<file path="src/sv/d3at_pkg.sv">
// Types, codes and helpers of the degree-3 adjacency table.
package d3at_pkg;

  localparam int unsigned SLOTS  = 3;
  localparam int unsigned SLOT_W = 11;
  localparam int unsigned ROW_W  = SLOTS * SLOT_W;
  localparam int unsigned DEG_W  = 2;

  typedef logic [SLOT_W-1:0] slot_t;
  typedef logic [SLOTS-1:0][SLOT_W-1:0] row_t;

  localparam slot_t SEMI_MARK = 11'h400;

  // request codes
  localparam logic [2:0] REQ_HAS   = 3'd0;
  localparam logic [2:0] REQ_ADD   = 3'd1;
  localparam logic [2:0] REQ_SEMI  = 3'd2;
  localparam logic [2:0] REQ_CUT   = 3'd3;
  localparam logic [2:0] REQ_JOIN  = 3'd4;
  localparam logic [2:0] REQ_COUNT = 3'd5;

  // status codes
  localparam logic [2:0] ST_OK        = 3'd0;
  localparam logic [2:0] ST_SELF_LOOP = 3'd1;
  localparam logic [2:0] ST_EXISTS    = 3'd2;
  localparam logic [2:0] ST_FULL      = 3'd3;
  localparam logic [2:0] ST_NO_EDGE   = 3'd4;
  localparam logic [2:0] ST_NO_SEMI   = 3'd5;

  // result of one slot scan: first matching slot and number of matches
  typedef struct packed {
    logic       hit;
    logic [1:0] idx;
    logic [1:0] cnt;
  } match_t;

  // Replace one slot of a row; an index past the last slot leaves it alone.
  function automatic row_t set_slot(input row_t row, input logic [1:0] idx,
                                    input slot_t val);
    row_t r;
    r = row;
    case (idx)
      2'd0:    r[0] = val;
      2'd1:    r[1] = val;
      2'd2:    r[2] = val;
      default: r = row;
    endcase
    return r;
  endfunction

endpackage

</file>
<file path="src/sv/d3at_slot_match.sv">
// Slot matcher: compares the occupied slots of one row against a key.
module d3at_slot_match import d3at_pkg::*; (
  input  row_t             row_i,
  input  logic [DEG_W-1:0] deg_i,
  input  slot_t            key_i,
  output match_t           match_o
);

  always_comb begin
    logic hit;
    match_o = '0;
    // walk down so the lowest matching slot wins
    for (int i = SLOTS - 1; i >= 0; i--) begin
      hit = (2'(i) < deg_i) && (row_i[i] == key_i);
      if (hit) begin
        match_o.hit = 1'b1;
        match_o.idx = 2'(i);
      end
      match_o.cnt = match_o.cnt + {1'b0, hit};
    end
  end

endmodule

</file>
<file path="config.mk">
export PLATFORM = sky130hd
export DESIGN_NAME = d3at_slot_match
export DESIGN_NICKNAME = d
export VERILOG_FILES = /design/src/sv/d3at_pkg.sv /design/src/sv/d3at_slot_match.sv
export SDC_FILE = /design/constraint.sdc
export NUM_CORES = 1
export LEC_CHECK = 0
export ABC_AREA = 1
export BUFFER_PORTS_ARGS = -buffer_cell sky130_fd_sc_hd__buf_2
export CAP_MARGIN = 20
export CORE_MARGIN = 2
export CORE_UTILIZATION = 47
export DETAILED_ROUTE_END_ITERATION = 8
export GPL_TIMING_DRIVEN = 0
export PLACE_DENSITY_LB_ADDON = 0.12
export REMOVE_ABC_BUFFERS = 1
export SYNTH_ARGS = -nofsm -noshare
export SYNTH_HDL_FRONTEND = slang
export SYNTH_SLANG_ARGS = --single-unit
</file>
<file path="constraint.sdc">
create_clock -name vclk -period 1.9
set_input_delay 0.19 -clock vclk [all_inputs]
set_output_delay 0.19 -clock vclk [all_outputs]
set_load 0.03 [all_outputs]
</file>
==> results of run 1 <==
## kinds of logic (layout without fill, tap and decap cells)
family | count (synthesis) | in the layout | synth area share
compound gates | 4 | 4 | 0.0314
xor+xnor | 6 | 6 | 0.0733
fa+ha+maj | 1 | 1 | 0.0279
buf+inv | 45 | 96 | 0.236
simple gates | 100 | 100 | 0.632
## worst max path at each step
stage	from	to	cells past startpoint
after CTS	key_i[7]	match_o[0]	10
after global placement	key_i[7]	match_o[0]	10
after detailed placement	key_i[7]	match_o[0]	10
after global routing	key_i[7]	match_o[0]	10
after floorplan	key_i[7]	match_o[0]	8
final	key_i[7]	match_o[0]	10
## cell usage in the layout, fill, tap and decap left out, types with 5 or more instances in the layout
| cell type | synthesis | layout |
|---|---|---|
| nand3_1 | 5 | 5 |
| nand2_1 | 70 | 70 |
| inv_1 | 31 | 31 |
| nor2_2 | 5 | 5 |
| xnor2_1 | 6 | 6 |
| buf_2 | 0 | 51 |
| nor2_1 | 9 | 9 |
| inv_2 | 13 | 13 |
## power groups by stage
stage | Clock (mW) | Sequential (mW) | Combinational (mW)
CTS | 0 | 0 | 0.180
global placement | 0 | 0 | 0.175
finish | 0 | 0 | 0.177
detailed placement | 0 | 0 | 0.179
global route | 0 | 0 | 0.205
floorplan | 0 | 0 | 0.101
## worst max-delay path, cell delays in order
cell	delay (ns)
buf_2	0.11
inv_2	0.08
nor2_1	0.04
nor2_1	0.10
nand2_1	0.07
nor2_1	0.12
nand3_2	0.14
fa_1	0.55
inv_1	0.03
buf_2	0.16
## routing by layer
metal / share of wire / vias up / wire length [um] / global-route usage
li1: - / 547 / - / -
met1: 0.43 / 396 / 733 / 0.232
met2: 0.52 / 24 / 886 / 0.376
met3: 0.047 / 0 / 80 / 0
met4: 0 / 0 / 0 / 0
met5: 0 / - / 0 / 0
## per-stage QoR
stage               hold WS (ns)  instance area, um^2
global placement           0.921                  992
detailed placement         0.918                  992
finish                     0.916                  992
CTS                        0.920                  992
global route               0.963                  992
floorplan                  0.678                  717
## final cells by class
type                       count  area share
tap                           16      0.0202
multi-input combinational    111       0.552
inverter                      45       0.170
timing repair buffer          51       0.257
==> results.ini, run 1 <==
[pwr]
comb_power_share = 1.000
switchingPower_uw = 95.9
intPower_uw = 81.5
switching_share = 0.541
powerDensity_mw_per_mm2 = 179
ir_drop_mv = 0.0950
p_seq_frac = 0
pwr-share-clk = 0
total_power_uw = 177
leakagePower_nw = 0.711

[placed_design]
numPortBuffers = 51
finalWeightedCongestion = 0.848
dpl.hpwl_mm = 1.62
dp.cells = 223
dpl_worst_slack_ns = 0.112

[clock_network]
cts_resized = 0
post_cts_buffers = 0
holdBufCountCts = 0

[setup_path]
crit_required_ns = 1.71
worst_setup_path_start_kind = primary input
criticalPathCategory = primary input to primary output
crit_fanout = 5
worstSetupEndpointType = primary output
critPathArrivalTime_ns = 1.59

[route]
ant_nets = 0
drt_pass1_iterations = 3
via_per_inst = 4.34
vias = 967
drc = 0
post_drt_wl_per_cell_um = 7.62
totalWireLength_mm = 1.70
dr.first_iter.drc_count = 10

[die]
dieArea_mm2 = 0.00185
die_w_um = 43.1
ios = 51
initial_core_util = 0.487
core_area_mm2 = 0.00147
die_h_um = 43.1
fp-row-count = 14

[synthesis]
synth_top_area_cell = nand2_1
yosysSeqAreaShare = 0
yosysWarnings = 0
netlist_top_cells_area = nand2_1 37%, inv_1 16%, xnor2_1 7.3%, inv_2 6.8%, nor2_1 4.7%
synth_area_um2 = 717
synth_top_area_share = 0.366
synth_most_common_cell = nand2_1
synth_commonest_cells = 70 x nand2_1, 31 x inv_1, 13 x inv_2, 9 x nor2_1, 6 x xnor2_1
ys_types = 19
avgSynthCellArea_um2 = 4.60
synth_cells = 156

[timing]
setup_ws_ns = 0.120
hold_viol = 0
post-route-min-period_ns = 1.78
setup_tns_ns = 0
max_freq_ghz = 0.562
min_period_over_period = 0.937
finalSetupViolations = 0
slew_headroom = 0.897
worst_pin_slew_ns = 0.154
slew_viol_final = 0
rsz0062_at_grt = no

[worst_hold_path]
whs_endpoint = match_o[3]
hp-class = primary input to primary output
worstHoldStart = row_i[28]
hold_depth = 7

[finish]
syn_to_final_growth_pct = 38.4
layout-drive-gt1-share = 0.367
seqCellArea_um2 = 0
antenna_cells = 0
seq_cell_count = 0
multi_input_area_um2 = 548
clkbuf_count = 0
fin_cells = 223
final_core_util = 0.674
fillCellCount = 167
layout.nets = 256

[global_route]
grt_pass1_vias = 779
antenna_found_initial = 0
grt-ovfl-total = 0
grt_max_degree = 6
grt_pass1_wl_mm = 2.80
grt_use_total = 0.186

[status]
status = finished clean

[run]
drv_cap = 0

(Power assumes the default switching activity.)
==> run 2: changes to the inputs <==
--- a/config.mk
+++ b/config.mk
@@ -9,11 +9,12 @@
 export BUFFER_PORTS_ARGS = -buffer_cell sky130_fd_sc_hd__buf_2
 export CAP_MARGIN = 20
 export CORE_MARGIN = 2
-export CORE_UTILIZATION = 47
+export CORE_UTILIZATION = 45
 export DETAILED_ROUTE_END_ITERATION = 8
 export GPL_TIMING_DRIVEN = 0
 export PLACE_DENSITY_LB_ADDON = 0.12
 export REMOVE_ABC_BUFFERS = 1
+export SETUP_SLACK_MARGIN = 0.3
 export SYNTH_ARGS = -nofsm -noshare
 export SYNTH_HDL_FRONTEND = slang
 export SYNTH_SLANG_ARGS = --single-unit
==> run 2 against run 1 <==
Compared with the run above: sequential cell count unchanged; cell count rose by 2.2%; routed wire length increased by 31%; cell area rose by 22%; critical path depth fell by 2; worst setup slack improved by 0.092 ns; maximum frequency rose by 5.5%; core utilization grew 13 points; non-clock buffer count grew 5; total power is 29% higher; sequential share of layout area unchanged; critical endpoint unchanged.
==> results.ini, run 2 (synthesized netlist as in run 1, its figures left out) <==
[timing]
finalSetupViolations = 0
min_period_over_period = 0.888
max_freq_ghz = 0.593
rsz0062_at_grt = yes
hold_viol = 0
post-route-min-period_ns = 1.69
slew_headroom = 0.859
worst_pin_slew_ns = 0.211
slew_viol_final = 0
setup_tns_ns = 0
timing.hold.ws_ns = 1.03

[global_route]
grt_use_total = 0.225
grt_pass1_vias = 969
grt_pass1_wl_mm = 3.50
grt_max_degree = 6
grt-ovfl-total = 0
antenna_found_initial = 0

[die]
initial_core_util = 0.476
die_h_um = 43.9
core_area_mm2 = 0.00151
ios = 51
fp-row-count = 14
die_w_um = 43.9
dieArea_mm2 = 0.00193

[route]
via_per_inst = 4.57
post_drt_wl_per_cell_um = 9.74
ant_nets = 0
drt_pass1_iterations = 4
vias = 1041
drc = 0
totalWireLength_mm = 2.22
dr.first_iter.drc_count = 16

[finish]
antenna_cells = 0
mostFrequentLayoutCell = nand2_1
layout-drive-gt1-share = 0.462
fillCellCount = 119
layout.nets = 261
clkbuf_count = 0
seq_cell_count = 0
seqCellArea_um2 = 0
layout_common_cells = 65 x nand2_1, 38 x buf_2, 29 x inv_1
final_core_util = 0.805
syn_to_final_growth_pct = 69.1

[placed_design]
numPortBuffers = 51
finalWeightedCongestion = 0.835
dpl.hpwl_mm = 1.72

[pwr]
comb_power_share = 1.000
ir_drop_mv = 0.116
intPower_uw = 112
switchingPower_uw = 117
pwr-share-clk = 0
leakagePower_nw = 0.789
p_seq_frac = 0
switching_share = 0.512
powerDensity_mw_per_mm2 = 189

[setup_path]
worst_setup_path_start_kind = primary input
crit_start = row_i[11]
crit_chain = buf_2 > xnor2_2 > nand2_2 > nor2_4 > nand3_4 > fa_1 > inv_1 > buf_6
critPathArrivalTime_ns = 1.50
criticalPathCategory = primary input to primary output
crit_fanout = 2
crit_required_ns = 1.71
slowest_stage = fa_1
slowest_delay_ns = 0.52
worstSetupEndpointType = primary output

[worst_hold_path]
hp-class = primary input to primary output
whs_endpoint = match_o[1]
worstHoldStart = row_i[5]
hold_depth = 8

[run]
drv_cap = 0

[status]
status = finished clean

-- run 2: routing by layer --
| layer | GRT usage | wire length, um | vias up |
|---|---|---|---|
| met5 | 0 | 0 | - |
| met4 | 0.0242 | 23 | 0 |
| met3 | 0.0125 | 127 | 4 |
| met2 | 0.468 | 1220 | 36 |
| met1 | 0.249 | 854 | 441 |
| li1 | - | - | 560 |
-- run 2: layout make-up --
cell class	instances	area (um^2)	share of cell area
inverter	45	179	0.148
multi-input combinational	111	636	0.524
tap	16	20.0	0.0165
timing repair buffer	56	378	0.312
-- run 2: worst max path at each step --
stage | end | slack [ns] | cells after the start
5_1_grt | match_o[0] | 0.16 | 8
3_5_place_dp | match_o[0] | 0.1 | 8
2_1_floorplan | match_o[0] | 0.40 | 8
3_3_place_gp | match_o[0] | 0.16 | 10
4_1_cts | match_o[0] | 0.23 | 8
6_report | match_o[0] | 0.21 | 8
-- run 2: timing repair --
item,4_1_cts,5_1_grt
hold buffers,0,0
resized for setup,24,22
pin swaps,20,16
setup buffers,3,2
endpoints found under the setup margin,2,2
-- run 2: per-stage QoR --
stage / worst slack, ns / power (mW) / cells / cell area, um^2
6_report: 0.212 / 0.229 / 228 / 1210
5_1_grt: 0.157 / 0.255 / 228 / 1210
4_1_cts: 0.227 / 0.205 / 226 / 1120
3_5_place_dp: 0.0978 / 0.181 / 223 / 992
3_3_place_gp: 0.155 / 0.175 / 223 / 992
2_1_floorplan: 0.397 / 0.101 / 156 / 717
-- run 2: worst max-delay path: cells and delay by family --
family | cells | cell delay [ns]
AND/OR/NAND/NOR | 3 | 0.33
buffers and inverters | 3 | 0.30
XOR/XNOR | 1 | 0.16
adder cells (fa/ha/maj) | 1 | 0.52
-- run 2: power by group through the flow --
stage	Combinational [mW]	Clock, mW	Sequential [mW]
2_1_floorplan	0.101	0	0
3_3_place_gp	0.175	0	0
3_5_place_dp	0.181	0	0
4_1_cts	0.205	0	0
5_1_grt	0.255	0	0
6_report	0.229	0	0
