$ cat src/sv/d3at_ram.sv
// Generic RAM: one write port, two registered read ports.
module d3at_ram #(
  parameter int unsigned WIDTH = 8,
  parameter int unsigned DEPTH = 16
) (
  input  logic                     clk_i,
  input  logic                     we_i,
  input  logic [$clog2(DEPTH)-1:0] waddr_i,
  input  logic [WIDTH-1:0]         wdata_i,
  input  logic [$clog2(DEPTH)-1:0] raddr_a_i,
  output logic [WIDTH-1:0]         rdata_a_o,
  input  logic [$clog2(DEPTH)-1:0] raddr_b_i,
  output logic [WIDTH-1:0]         rdata_b_o
);

  logic [WIDTH-1:0] mem_q [DEPTH];

  always_ff @(posedge clk_i) begin
    if (we_i) begin
      mem_q[waddr_i] <= wdata_i;
    end
    rdata_a_o <= mem_q[raddr_a_i];
    rdata_b_o <= mem_q[raddr_b_i];
  end

endmodule

$ cat config.mk
export PLATFORM = sky130hd
export DESIGN_NAME = d3at_ram
export DESIGN_NICKNAME = d
export VERILOG_FILES = /design/src/sv/d3at_ram.sv
export SDC_FILE = /design/constraint.sdc
export NUM_CORES = 1
export LEC_CHECK = 0
export BUFFER_PORTS_ARGS = -buffer_cell sky130_fd_sc_hd__buf_4
export CORE_MARGIN = 2
export CORE_UTILIZATION = 41
export DETAILED_ROUTE_END_ITERATION = 12
export GPL_TIMING_DRIVEN = 0
export PLACE_DENSITY_LB_ADDON = 0.12
export SKIP_LAST_GASP = 1
export SLEW_MARGIN = 20
export SYNTH_ARGS = -nofsm -noshare
export SYNTH_HDL_FRONTEND = slang
export SYNTH_SLANG_ARGS = --single-unit
$ cat constraint.sdc
create_clock -name clk_i -period 5.6 [get_ports clk_i]
set_input_delay 0.84 -clock clk_i [delete_from_list [all_inputs] [get_ports clk_i]]
set_output_delay 0.84 -clock clk_i [all_outputs]
set_load 0.01 [all_outputs]
==> metrics.yaml, run 1 <==
grt:
  gr-usage-all-layers_pct: 19.9
  number_of_antenna_violations_at_the_first_check_in_global_routing: 1
  first_global_vias: 3600
  met3_capacity_usage_during_global_routing_pct: 5.36
  busiest_layer: "met2"
  grt_max_degree: 17
  grtUsageMet1_pct: 25.7
  groute.layer.met2.usage_pct: 32.1
  global_route.overflow_total: 0
  grt_first_pass_wirelength_um: 22500
run:
  max-cap-violations: 0
worst_setup_path:
  worstPathArrival_ns: 2.25
  worst_setup_path_start_kind: "input port"
  worst_setup_path_end_kind: "register"
  max_stage_delay_ns: 0.77
  crit_fanout: 8
  r2r_end: "rdata_a_o[0]"
  worstReg2RegStart: "mem_q[3][0]"
  ff2ff_path_depth: 3
  worst_path_max_delay_cell: "sky130_fd_sc_hd__nor2_1"
  crit_path_end: "mem_q[2][2]"
  worst-endpoint-required_ns: 5.64
  worstSetupPathType: "input port to register"
  path_cells: "buf_4, or3b_2, nor2_1"
  r2r_slack_ns: 3.97
  cp-startpoint: "waddr_i[2]"
logic_synthesis:
  sequential_to_total_area_share_from_yosys_stat_pct: 65.6
  synth_cell_types: 20
  ys_seq_elements: 144
  synth_fp_nets: 329
  synthesis.yosys.warnings: 0
  netlist_area_mm2: 0.00635
  synthesis.instances: 307
  synth.avg_cell_area_um2: 20.7
power_and_ir_drop:
  internal_power_w: 0.00202
  power.switching_fraction_pct: 21.5
  p_per_area_mw_per_mm2: 342
  share_of_power_burned_in_combinational_logic_pct: 8.0
  max-vdd-ir-drop_mv: 0.233
  total_leakage_power_nw: 2.58
  p_sw_w: 0.000552
  p_clk_share_pct: 44.8
  p_seq_share_pct: 47.2
drt:
  drt_pre_antenna_iters: 6
  via_per_inst: 5.91
  detailroute.via_count: 3344
  detail_route.wl_per_cell_um: 26.9
  antenna_violating_nets_post_route: 0
  wirelength_um: 15200
  post-route-drc-count: 0
  drt-initial-drc-count: 274
placement:
  io_buffers: 35
  placed_cells: 533
  placedInstanceArea_mm2: 0.00689
  final_gp_congestion: 0.715
  dp_slack_ns: 2.80
  place.detailed.hpwl_um: 10100
sta:
  final.setup.worst_slack_ns: 3.39
  period_needed_ns: 2.21
  hold_violation_count_in_the_final_report: 0
  timing_worst_slew_pin_value_ns: 1.03
  slew-limit-headroom_pct: 30.9
  final-max-slew-violation-count: 0
  setup_total_negative_slack_ns: 0
  timing.final.crit_share_pct: 39.5
  hold-worst-slack_ns: 0.695
  setup_repair_after_global_routing_missed_its_margin: "false"
  fin_worst_skew_ns: 0.00733
  peak_freq_mhz: 452
  setup_viol: 0
die:
  design.portCount: 38
  core_region_area_mm2: 0.0151
  dieWidth_um: 128
  core.rowCount: 45
  initial_core_util_pct: 41.9
  die_ar_mm2: 0.0165
  fp.dieH_um: 128
final_layout:
  share_of_post_route_cells_with_drive_strength_above_1_pct: 34.5
  mostFrequentLayoutCells: "sky130_fd_sc_hd__edfxtp_1, sky130_fd_sc_hd__buf_4, sky130_fd_sc_hd__mux4_2, sky130_fd_sc_hd__a22oi_1, sky130_fd_sc_hd__mux4_1"
  fin_nets: 386
  fill_cells: 1219
  most_common_library_cell_in_the_layout_ignoring_fill_and_taps: "sky130_fd_sc_hd__edfxtp_1"
  area_delta_synth_final_pct: 18.4
  final_design_instance_area_without_fill_mm2: 0.00751
  stdcell_count: 566
worst_hold_path:
  timing.hold.worst.class: "register to register"
  min-delay-start: "mem_q[14][1]"
clock_network:
  worstSkewPairLatency_ns: 0.42
  cts_root_buf: "sky130_fd_sc_hd__clkbuf_16"
  post_cts_hold_buffer_count: 0
  cts_repair_resize_count: 0
  cts_h_tree_depth: 4
  cts_setup_buffers: 0
  cts.reportedPaths.clkPinSlew_ns: 0.06
  clock_tree.buffer_depth: 2
  cts.sink_count: 144
  tritoncts: "yes"
  numCtsBuffers: 17
run_status:
  outcome: "finished, final reports clean"
stage by stage:
step           util (%)  power (W)
2_1_floorplan         -    0.00135
3_3_place_gp       45.2    0.00144
3_5_place_dp       45.5    0.00144
4_1_cts            49.6    0.00258
5_1_grt            49.6    0.00264
6_report           49.6    0.00257
critical path: cells and delay by family:
family	cells	cell delay, ns
buf+inv	1	0.12
simple gates	2	1.29
flip-flops by register name (all words and copies together), names as in the netlist:
name,flops
mem_q,128
rdata_a_o,8
rdata_b_o,8
power groups by stage:
stage               logic [W]  registers, W  clock network [W]
global placement     0.000203       0.00123                  0
detailed placement   0.000207       0.00124                  0
global route         0.000219       0.00122            0.00121
floorplan            0.000109       0.00124                  0
finish               0.000205       0.00121            0.00115
CTS                  0.000207       0.00121            0.00116
final cells by class:
cell class                 instances  area (um2)  area share [%]
sequential                       144        4160            55.4
clock inverter                    10        95.1            1.27
antenna                            1        2.50          0.0333
tap                              188         235            3.13
clock buffer                      22         529            7.04
buffer                            20         173            2.30
multi-input combinational        143        2030            27.0
timing repair buffer              38         285            3.80
Yosys cell counts, drive strengths merged:
library cell / n / share of area (%)
nor3: 4 / 0.32
clkdlybuf4s25: 6 / 0.95
mux4: 64 / 24
and2b: 2 / 0.24
nand2b: 2 / 0.20
edfxtp: 128 / 61
nor2b: 2 / 0.20
and2: 2 / 0.20
dfxtp: 16 / 5.0
nand3b: 2 / 0.24
nand2: 17 / 1.0
or3b: 1 / 0.14
a22oi: 32 / 3.8
nor2: 14 / 0.83
nand3: 1 / 0.079
buf: 14 / 1.8
routing by layer:
metal,wire (um),vias to the layer above
met2,7510,117
met4,420,0
met3,865,24
met1,6440,1746
met5,0,-
li1,-,1457
cell families after synthesis:
| logic type | after synthesis | share of synthesized area [%] |
|---|---|---|
| muxes | 64 | 24.4 |
| DFF | 144 | 65.6 |
| buffers and inverters | 20 | 2.72 |
| AOI/OAI and AO/OA | 32 | 3.79 |
| and+or+nand+nor | 47 | 3.43 |
how the worst min path moves through the flow:
stage                   endpoint  slack, ns  cells past startpoint
global placement    rdata_a_o[1]       0.68                      3
global route         mem_q[8][2]       0.73                      1
finish              rdata_a_o[1]       0.70                      3
floorplan           rdata_a_o[1]       0.65                      3
detailed placement  rdata_a_o[1]       0.69                      3
CTS                 rdata_a_o[1]       0.70                      3
Power figures use the tool's default switching activity.
==> inputs of run 2 (changes only) <==
--- a/config.mk
+++ b/config.mk
@@ -5,6 +5,7 @@
 export SDC_FILE = /design/constraint.sdc
 export NUM_CORES = 1
 export LEC_CHECK = 0
+export ABC_AREA = 1
 export BUFFER_PORTS_ARGS = -buffer_cell sky130_fd_sc_hd__buf_4
 export CORE_MARGIN = 2
 export CORE_UTILIZATION = 41
==> constraint.sdc (replaced) <==
create_clock -name clk_i -period 1.9 [get_ports clk_i]
set_input_delay 0.285 -clock clk_i [delete_from_list [all_inputs] [get_ports clk_i]]
set_output_delay 0.285 -clock clk_i [all_outputs]
set_load 0.01 [all_outputs]
==> metrics.yaml, run 2 <==
logic_synthesis:
  synth_edf_count: 128
  synth_adder_area_share_pct: 0
  synth_top_area_share_pct: 52.9
  sequential_to_total_area_share_from_yosys_stat_pct: 57.4
  synth_top_cells_by_area: "sky130_fd_sc_hd__edfxtp_1, sky130_fd_sc_hd__nand3_1, sky130_fd_sc_hd__nand2_1, sky130_fd_sc_hd__inv_1, sky130_fd_sc_hd__dfxtp_1"
  synth_fp_nets: 873
  combinational_family_with_the_most_area_after_synthesis: "simple AND/OR/NAND/NOR gates"
  synth_top_flop_cell: "sky130_fd_sc_hd__edfxtp_1"
  yosys.area_share.simple_pct: 30.9
  muxShareOfSynthArea_pct: 0
  synth_cell_types: 13
  synthesis.yosys.warnings: 0
  post_synth_most_frequent_cells: "sky130_fd_sc_hd__nand2_1, sky130_fd_sc_hd__nand3_1, sky130_fd_sc_hd__inv_1"
  post-synth-top-count-cell: "sky130_fd_sc_hd__nand2_1"
  synth_area_leader_cell: "sky130_fd_sc_hd__edfxtp_1"
  synth.avg_cell_area_um2: 8.53
  ys_seq_elements: 144
  netlist_area_mm2: 0.00726
  yosys.area_share.xor_xnor_pct: 0
  synth_compound_area_share_pct: 0
  async_reset_ff_share_pct: 0
  synthesis.instances: 851
drt:
  detail_route.wl_per_cell_um: 21.7
  via_per_inst: 5.49
  wirelength_um: 24700
  post-route-drc-count: 0
  antenna_violating_nets_post_route: 0
  detailroute.via_count: 6257
  drt-initial-drc-count: 1045
  drt_pre_antenna_iters: 6
power_and_ir_drop:
  total_leakage_power_nw: 3.81
  power.switching_fraction_pct: 25.0
  p_clk_share_pct: 43.5
  max-vdd-ir-drop_mv: 0.658
  internal_power_w: 0.00588
  p_seq_share_pct: 45.4
  p_per_area_mw_per_mm2: 935
  share_of_power_burned_in_combinational_logic_pct: 11.1
  p_sw_w: 0.00196
worst_setup_path:
  worstPathArrival_ns: 1.56
  crit_fanout: 8
  worst-endpoint-required_ns: 1.94
  worst_setup_path_start_kind: "input port"
  ff2ff_path_depth: 6
  r2r_end: "rdata_a_o[2]"
  worstSetupPathType: "input port to register"
  worst_setup_path_end_kind: "register"
  worstReg2RegStart: "mem_q[3][2]"
  r2r_slack_ns: 0.72
clock_network:
  numCtsBuffers: 17
  worstSkewPairLatency_ns: 0.42
  post_cts_hold_buffer_count: 0
  cts_root_buf: "sky130_fd_sc_hd__clkbuf_16"
  cts.reportedPaths.clkPinSlew_ns: 0.06
  cts_repair_resize_count: 0
  clock_tree.buffer_depth: 2
  cts.sink_count: 144
  cts_h_tree_depth: 4
  cts_setup_buffers: 0
  tritoncts: "yes"
final_layout:
  reg.largest.list: "mem_q x128, rdata_a_o x8, rdata_b_o x8"
  area_delta_synth_final_pct: 15.6
  stdcell_count: 1139
  most_common_library_cell_in_the_layout_ignoring_fill_and_taps: "sky130_fd_sc_hd__nand2_1"
  max_ffs_per_register: 128
  mostFrequentLayoutCells: "sky130_fd_sc_hd__nand2_1, sky130_fd_sc_hd__nand3_1, sky130_fd_sc_hd__inv_1, sky130_fd_sc_hd__edfxtp_1, sky130_fd_sc_hd__buf_4"
  largest-register: "mem_q"
  antenna_cells: 0
  share_of_post_route_cells_with_drive_strength_above_1_pct: 11.9
  final_design_instance_area_without_fill_mm2: 0.00839
  fin_nets: 923
placement:
  final_gp_congestion: 0.939
  dp_slack_ns: -0.0504
  io_buffers: 31
  placed_cells: 1107
  place.detailed.hpwl_um: 16700
  placedInstanceArea_mm2: 0.00777
die:
  dieWidth_um: 137
  fp.dieH_um: 137
  design.portCount: 38
  core_region_area_mm2: 0.0173
  core.rowCount: 48
  initial_core_util_pct: 42.0
  die_ar_mm2: 0.0188
grt:
  number_of_antenna_violations_at_the_first_check_in_global_routing: 0
  gr-usage-all-layers_pct: 27.6
  first_global_vias: 5573
  grt_max_degree: 17
  grt_first_pass_wirelength_um: 36000
  global_route.overflow_total: 0
sta:
  slew-limit-headroom_pct: 25.9
  peak_freq_mhz: 656
  final-max-slew-violation-count: 0
  hold_violation_count_in_the_final_report: 0
  setup_repair_after_global_routing_missed_its_margin: "false"
  period_needed_ns: 1.52
  timing_worst_slew_pin_value_ns: 1.11
  setup_total_negative_slack_ns: 0
  setup_viol: 0
  fin_worst_skew_ns: 0.00685
  final.setup.worst_slack_ns: 0.376
  timing.final.crit_share_pct: 80.2
worst_hold_path:
  min-delay-start: "wdata_i[7]"
  worstHoldEndpoint: "mem_q[15][7]"
  worst_hold_path.num_cells: 1
  timing.hold.worst.class: "input port to register"
run:
  max-cap-violations: 0
run_status:
  outcome: "finished, final reports clean"
-- run 2: cell count changes in the layout (fill, tap and decap cells not counted), sizes merged, moves of 3 or more --
| cell | previous run | this run |
|---|---|---|
| clkbuf | 22 | 28 |
| clkdlybuf4s25 | 6 | 0 |
| mux4 | 64 | 0 |
| clkinvlp | 5 | 0 |
| a22oi | 32 | 0 |
| nand2 | 17 | 277 |
| buf | 52 | 76 |
| inv | 0 | 142 |
| nor3 | 4 | 0 |
| nand3 | 1 | 225 |
| nor2 | 14 | 17 |
-- run 2: critical path, stage by stage --
cell	delay, ns
sky130_fd_sc_hd__buf_4	0.12
sky130_fd_sc_hd__nand3b_1	0.26
sky130_fd_sc_hd__nor2_1	0.89
-- run 2: power by group through the flow --
| stage | registers (W) | clock network (W) | logic [W] |
|---|---|---|---|
| after floorplan | 0.00365 | 0 | 0.000446 |
| after global placement | 0.00363 | 0 | 0.000839 |
| after detailed placement | 0.00363 | 0 | 0.000839 |
| after CTS | 0.00356 | 0.00345 | 0.000843 |
| after global routing | 0.00357 | 0.00358 | 0.000926 |
| final | 0.00356 | 0.00341 | 0.000869 |
-- run 2: cells by family (layout without fill, tap and decap cells) --
family                 after synthesis  in the layout
buffers and inverters              186            249
and+or+nand+nor                    521            521
DFF                                144            144
-- run 2: through the flow --
stage / util, % / hold WS, ns / total power (W)
after global placement: 44.9 / 0.655 / 0.00447
after floorplan: - / 0.384 / 0.00409
final: 48.5 / 0.214 / 0.00784
after global routing: 48.5 / 0.222 / 0.00807
after detailed placement: 44.9 / 0.644 / 0.00447
after CTS: 48.5 / 0.195 / 0.00786
-- run 2: routing by layer --
metal / GRT usage, % / share of wire, %
met3: 4.81 / 11
met2: 39.1 / 42
met5: 0 / 0
met1: 41.4 / 43
met4: 11.3 / 3.1
-- run 2: how the worst max path moves through the flow --
stage          slack (ns)      endpoint        from  depth (start not counted)
4_1_cts              0.42   mem_q[7][5]  waddr_i[3]                          3
6_report             0.38   mem_q[7][0]  waddr_i[3]                          3
3_3_place_gp        -0.01   mem_q[7][2]  waddr_i[3]                          3
3_5_place_dp        -0.05   mem_q[7][2]  waddr_i[3]                          3
5_1_grt              0.32   mem_q[7][3]  waddr_i[3]                          3
2_1_floorplan        0.66  mem_q[10][0]  waddr_i[2]                          2
-- run 2: area by class of cell --
| class | instances | area [um2] |
|---|---|---|
| plain buffers | 48 | 333 |
| inverters | 138 | 518 |
| well taps | 225 | 282 |
| flip-flops and latches | 144 | 4160 |
| clock inverters | 7 | 56.3 |
| multi-input cells | 521 | 2240 |
| repair buffers | 31 | 233 |
| clock buffers | 25 | 561 |
| fillers | 1662 | 8910 |
